File: src/rtl/core/section_latency_statistics_core_defines.svh
// Assertion helpers for the latency statistics core.
`ifndef SECTION_LATENCY_STATISTICS_CORE_DEFINES_SVH
`define SECTION_LATENCY_STATISTICS_CORE_DEFINES_SVH

// Same-cycle implication, disabled in reset.
`define SLS_ASSERT_NOW(lbl, clk, rst_n, ante, cons, msg) \
  lbl: assert property (@(posedge clk) disable iff (!rst_n) (ante) |-> (cons)) \
    else $error(msg);

// Next-cycle implication, disabled in reset.
`define SLS_ASSERT_NEXT(lbl, clk, rst_n, ante, cons, msg) \
  lbl: assert property (@(posedge clk) disable iff (!rst_n) (ante) |=> (cons)) \
    else $error(msg);

`endif

File: src/rtl/core/slstat_pkg.sv
package slstat_pkg;

  localparam int SLOT_COUNT = 16;
  localparam int SLOT_W     = (SLOT_COUNT > 1) ? $clog2(SLOT_COUNT) : 1;
  localparam int DIV_W      = 36;
  localparam int DIV_CNT_W  = $clog2(DIV_W + 1);
  localparam int LIMIT_W    = 22;

  localparam logic [1:0] MODE_START = 2'd0;
  localparam logic [1:0] MODE_END   = 2'd1;
  localparam logic [1:0] MODE_CLOSE = 2'd2;
  localparam logic [1:0] MODE_NONE  = 2'd3;

  localparam logic [11:0] PERIOD_RESET = 12'd10;
  localparam logic [9:0]  MS_PER_S     = 10'd1000;

  typedef struct packed {
    logic load;
    logic close_step;
    logic idx_clr;
    logic idx_inc;
    logic div_start;
    logic div_share;
    logic out_load;
    logic clear_all;
  } slstat_cmd_t;

  typedef struct packed {
    logic is_close;
    logic idx_last;
    logic due;
    logic div_done;
  } slstat_sts_t;

endpackage

File: src/rtl/core/slstat_ctrl.sv
`include "section_latency_statistics_core_defines.svh"

module slstat_ctrl (
  input  logic                      clk,
  input  logic                      rst_n,
  input  logic                      in_valid,
  output logic                      in_ready,
  output logic                      out_valid,
  input  logic                      out_ready,
  input  slstat_pkg::slstat_sts_t   sts,
  output slstat_pkg::slstat_cmd_t   cmd
);
  import slstat_pkg::*;

  typedef enum logic [8:0] {
    S_IDLE   = 9'b000000001,
    S_CLOSE  = 9'b000000010,
    S_DECIDE = 9'b000000100,
    S_AVG_GO = 9'b000001000,
    S_AVG    = 9'b000010000,
    S_SHR_GO = 9'b000100000,
    S_SHR    = 9'b001000000,
    S_EMIT   = 9'b010000000,
    S_FIN    = 9'b100000000
  } state_t;

  state_t state_r, state_nxt;
  logic   out_valid_r, out_valid_nxt;

  assign in_ready  = (state_r == S_IDLE);
  assign out_valid = out_valid_r;

  always_comb begin
    state_nxt     = state_r;
    cmd           = '0;
    out_valid_nxt = out_valid_r && !out_ready;
    unique case (state_r)
      S_IDLE: begin
        if (in_valid) begin
          cmd.load = 1'b1;
          if (sts.is_close) begin
            cmd.idx_clr = 1'b1;
            state_nxt   = S_CLOSE;
          end
        end
      end
      S_CLOSE: begin
        cmd.close_step = 1'b1;
        if (sts.idx_last) begin
          cmd.idx_clr = 1'b1;
          state_nxt   = S_DECIDE;
        end else begin
          cmd.idx_inc = 1'b1;
        end
      end
      S_DECIDE: state_nxt = sts.due ? S_AVG_GO : S_IDLE;
      S_AVG_GO: begin
        cmd.div_start = 1'b1;
        state_nxt     = S_AVG;
      end
      S_AVG: if (sts.div_done) state_nxt = S_SHR_GO;
      S_SHR_GO: begin
        cmd.div_start = 1'b1;
        cmd.div_share = 1'b1;
        state_nxt     = S_SHR;
      end
      S_SHR: if (sts.div_done) state_nxt = S_EMIT;
      S_EMIT: begin
        if (!out_valid_r) begin
          cmd.out_load  = 1'b1;
          out_valid_nxt = 1'b1;
          if (sts.idx_last) begin
            state_nxt = S_FIN;
          end else begin
            cmd.idx_inc = 1'b1;
            state_nxt   = S_AVG_GO;
          end
        end
      end
      S_FIN: begin
        if (!out_valid_r) begin
          cmd.clear_all = 1'b1;
          state_nxt     = S_IDLE;
        end
      end
      default: state_nxt = S_IDLE;
    endcase
  end

  always_ff @(posedge clk) begin
    if (!rst_n) begin
      state_r     <= S_IDLE;
      out_valid_r <= 1'b0;
    end else begin
      state_r     <= state_nxt;
      out_valid_r <= out_valid_nxt;
    end
  end

  `SLS_ASSERT_NOW(a_idle_out_empty, clk, rst_n, in_ready, !out_valid_r, "word pending in idle")
  `SLS_ASSERT_NOW(a_load_free, clk, rst_n, cmd.out_load, !out_valid_r, "output overwritten")
  `SLS_ASSERT_NEXT(a_close_walk, clk, rst_n, in_valid && in_ready && sts.is_close,
                   state_r == S_CLOSE, "close pass not started")

endmodule

File: config.mk
export PLATFORM = sky130hd
export DESIGN_NAME = slstat_ctrl
export DESIGN_NICKNAME = d
export VERILOG_FILES = /design/src/rtl/core/slstat_pkg.sv /design/src/rtl/core/slstat_ctrl.sv
export VERILOG_INCLUDE_DIRS = /design/src /design/src/rtl/core
export SDC_FILE = /design/constraint.sdc
export NUM_CORES = 1
export LEC_CHECK = 0
export BUFFER_PORTS_ARGS = -buffer_cell sky130_fd_sc_hd__buf_2
export CAP_MARGIN = 20
export CORE_UTILIZATION = 51
export CTS_CLUSTER_DIAMETER = 200
export CTS_CLUSTER_SIZE = 20
export DETAILED_ROUTE_END_ITERATION = 10
export PLACE_DENSITY = 0.77
export SYNTH_ARGS = -nofsm -noshare
export SYNTH_HDL_FRONTEND = slang
export SYNTH_SLANG_ARGS = --single-unit
export TNS_END_PERCENT = 5
File: constraint.sdc
create_clock -name clk -period 2.3 [get_ports clk]
set_input_delay 0.23 -clock clk [delete_from_list [all_inputs] [get_ports clk]]
set_output_delay 0.23 -clock clk [all_outputs]
set_load 0.005 [all_outputs]
==> Word level (Yosys, flattened, before mapping) <==
Index checks and enable logic that the tools add are counted.
Widths: inputs -> output; s select.
{ "op_classes": {"magnitude_cmp": 0, "reduce_logical": 4, "muxes": 27, "eq_ne": 16, "mul": 0, "n_shift": 0, "addsub": 0, "n_div": 0, "bitwise_logic": 0} }
{ "ops": {"columns": ["cell", "n"], "rows": [
  ["$pmux 9 s9", 1],
  ["$mux 9", 8],
  ["$mux 1", 15],
  ["$ne 2x2->1 const B", 6],
  ["$eq 9x1->1 const B", 1],
  ["$eq 9x2->1 const B", 1],
  ["$eq 9x3->1 const B", 1],
  ["$eq 9x4->1 const B", 1],
  ["$eq 9x5->1 const B", 1],
  ["$eq 9x6->1 const B", 1],
  ["$eq 9x7->1 const B", 1],
  ["$eq 9x8->1 const B", 1],
  ["$eq 9x9->1 const B", 1],
  ["$reduce_and 7->1", 1],
  ["$mux 4", 1],
  ["$pmux 1 s2", 2],
  ["$ne 2x1->1 const B", 1],
  ["$reduce_or 2->1", 1],
  ["$logic_and 1x1->1", 1],
  ["$logic_not 1->1", 1]
]} }
{ "totals": {"mem_bits_ro": 0, "output_inout_bits": 10, "latch_bits": 0, "ramBits": 0, "register_bits": 10, "mem_count": 0, "in_bits": 8} }

==> Longest topological paths before layout <==
{ "logic_depth": {"ltp_word": 4, "depth_mapped": 6, "depth_no_buf": 5} }

==> Worst setup path after synthesis <==
OpenSTA, ideal clock, no wires.
{ "synth_timing": {"kind": "flip-flop to flip-flop", "start": "register state_r[1]", "end": "register state_r[8]", "stages_incl_launch_ff": 7, "setup_slack_ns": 0.484, "required_ns": 2.230, "arrival_time_ns": 1.747, "setup_ns": 0.070, "period_less_slack_ns": 1.816, "path_cell_list": "dfxtp_1 > buf_6 > or4_4 > nor2_4 > nand2_2 > or4_1 > a21oi_1"} }
{ "synth_via": {"elab_chain_cells": 3, "word_cells_on_any_way": 18, "cone_classes": "eq/ne (16); mux (1); reduce/logical (1)"} }
{ "synth_lines": {"columns": ["element", "line", "text"], "rows": [
  ["start: declaration", "slstat_ctrl.sv:27", "state_t state_r, state_nxt;"],
  ["start signal: assignment", "slstat_ctrl.sv:95", "state_r <= state_nxt;"],
  ["$eq 9x8->1 (tied with other cells)", "slstat_ctrl.sv:37", "unique case (state_r)"],
  ["$ne 2x2->1 (no source line) / $ne 2x1->1 (equally long branches)", null, null],
  ["$reduce_and 7->1 (no source line)", null, null]
]} }
Parallel ways exist; a longest one is shown, timed or not.
A chain may end at the register's enable or synchronous reset.

==> results.md <==
* Crit path max fanout at 9
* Syn Std Cell Area at between 700 and 800 µm²
* Leakage at ~0.41 nW
* WL final at approximately 1800 µm
* DIE AREA at about 1600 µm²
* DIE WIDTH at roughly 40 µm
* Synth Warn # at 0
* Least-Margin Pin Slew at ~520 ps
* Synthesized instance count at 97
* Pin count of the biggest net entering global routing at 12
* Critical path class: reg2out
* CTS H-tree depth at 1
* Fin nets at 119
* CTS buffer count at 3
* Core Rows at 13
* Number of vias per cell at between 6 and 7
* Register area share after synthesis at a little over a quarter
* Hold crit path type: in2reg
* Slew headroom at about two thirds
* Avg Synthesized Cell Area at ~7.6 µm²
* Endpoint class of the critical path: primary output
* Yosys reg bits at 10
* TritonRoute pass-1 iters at 4
* Setup crit start kind: register
* Highest-count cells in the layout ignoring fill and taps: buf_2, nor2_1, dfxtp_1, nor3_1
* Initial drt markers at 23
* Synth async-reset ratio at 0%
* Clk sinks at 10
* Post-synth EDFFs at 0
* PwrDens at about 460 nW/µm²
* RePlAce Congestion at just under 0.9
* Synth cell types at 39
* Layout cell share with drive strength beyond 1 at approximately 26%
* Number of global-route vias before repair at a little under 600
* CTS tree: built
* Clock latency on the worst-skew pair at 270 ps
* Syn_nets at 105
* Routed Antenna Nets at 0
* Setup bufs post-CTS at 0
* WL/cell at 14.7 µm
* Initial core utilization at between 50% and 60%
* Antenna violations before repair at 0
* IO buf count at 17
* RSZ-0062 raised after global routing: no
* Status: complete, no violations
* Max Clock Skew at roughly 2.0 ps
* Setup TNS at 0 ps
* Via count at roughly 770
* Number of max-cap violations at 0
* Final Max Tran Viols at 0
* Most used DFF post-synth: dfxtp_1
* CTS Root Buffer Type: clkbuf_4
* Fin crit share at a little over nine tenths
* CTS Buffer Depth at 2
* Total global-route track usage at approximately 27%
* Final hold viol count at 0
* Final Critical Period at between 2000 and 2500 ps
* VDD IR-drop max at ~320 µV
* Achievable Freq at about 460 MHz
* Hpwl dp at 1310 µm
* Global-route wire length before repair at about 2800 µm
* Core box area at ~1300 µm²
* Grt total ovfl at 0
* Top-Level Pins at 18
* Arr. time, crit path at just under 2000 ps
* Area grow syn2layout at 12.4%
* Clock transition at path regs at ~60 ps
* Commonest non-fill, non-tap cell in the layout: buf_2
* Die height at 40.1 µm
* Total Power at between 0.0003 and 0.0004 W
* Crit path required time at 2070 ps
* Drt drc at 0
* # setup viols final at 0
* # diodes at 0
==> per-layer routing <==
layer  global-route usage (%)  up-vias  wire (µm)
met2                     38.3       26        874
met1                     38.2      364        807
met5                        0        -          0
li1                         -      378          -
met3                     6.67        4        107
met4                     10.3        0         30
==> worst max-delay path, cell delays in order (launching register included) <==
cell and delay [ps]:
dfxtp_1 400, or2_2 380, nor3b_1 360, nand2_2 120, nor2_1 180, o21a_1 130
buf_2 100
==> synth_stat cells, types with 2 or more instances <==
library cell / instances / area share [%]
a21oi_1: 3 / 2.0
o211ai_1: 2 / 2.0
clkbuf_1: 4 / 2.0
nand4b_1: 2 / 2.4
o21a_1: 4 / 4.1
nor2_1: 10 / 5.1
nand2_1: 3 / 1.5
o21ai_0: 4 / 2.7
nor3b_1: 2 / 2.0
nor3_1: 7 / 4.7
and2_1: 2 / 1.7
xor2_1: 4 / 4.7
nor4_1: 4 / 3.4
inv_1: 4 / 2.0
or2_2: 2 / 1.7
dfxtp_1: 10 / 27
nor2b_1: 2 / 1.7
or3_1: 2 / 1.7
nand2b_1: 2 / 1.7
nand3_1: 2 / 1.4
buf_2: 3 / 2.0
and3_1: 2 / 1.7
==> final timing paths <==
path	from	end	slack (ps)	depth (start not counted)
max	state_r[5]	cmd[4]	130	6
min	rst_n	state_r[0]	230	2
max reg2reg	state_r[5]	state_r[8]	330	5
min reg2reg	state_r[4]	state_r[4]	620	2
==> repair_timing <==
action                                  in CTS  in global routing
hold buffers                                 0                  0
endpoints found under the setup margin       0                  1
resized for setup                            0                  1
==> flip-flops by register name (all words and copies together), names as in the netlist <==
name	flops
state_r	9
out_valid	1
==> power by group <==
group          total (W)  internal (W)  switching [W]
logic          0.0000824     0.0000369      0.0000455
clock network   0.000119     0.0000605      0.0000587
registers       0.000184      0.000177     0.00000676
total           0.000385      0.000274       0.000111
==> logic make-up after synthesis <==
| logic type | Yosys count | synth area share, % |
|---|---|---|
| buffers and inverters | 12 | 7.61 |
| and+or+nand+nor | 50 | 40.8 |
| xor gates and xnor gates | 5 | 5.92 |
| DFF | 10 | 27.1 |
| AOI/OAI and AO/OA | 20 | 18.6 |
==> area by class of cell <==
cell class | count | area (µm²)
Multi-Input combinational cell | 75 | 489
Fill cell | 111 | 487
Sequential cell | 10 | 200
Timing Repair Buffer | 17 | 85.1
Clock buffer | 3 | 22.5
Tap cell | 15 | 18.8
Inverter | 4 | 15.0
==> metrics by stage <==
stage / setup WS (ps) / cell area (µm²) / std cells / util (%) / hold WS (ps)
after CTS: 146 / 825 / 124 / 62.6 / 224
final: 135 / 831 / 124 / 63.1 / 230
after global placement: 457 / 802 / 121 / 60.9 / 493
after global routing: 2.96 / 831 / 124 / 63.1 / 226
after floorplan: 484 / 739 / 97 / - / 319
after detailed placement: 435 / 802 / 121 / 60.9 / 501
Power figures use the tool's default switching activity.
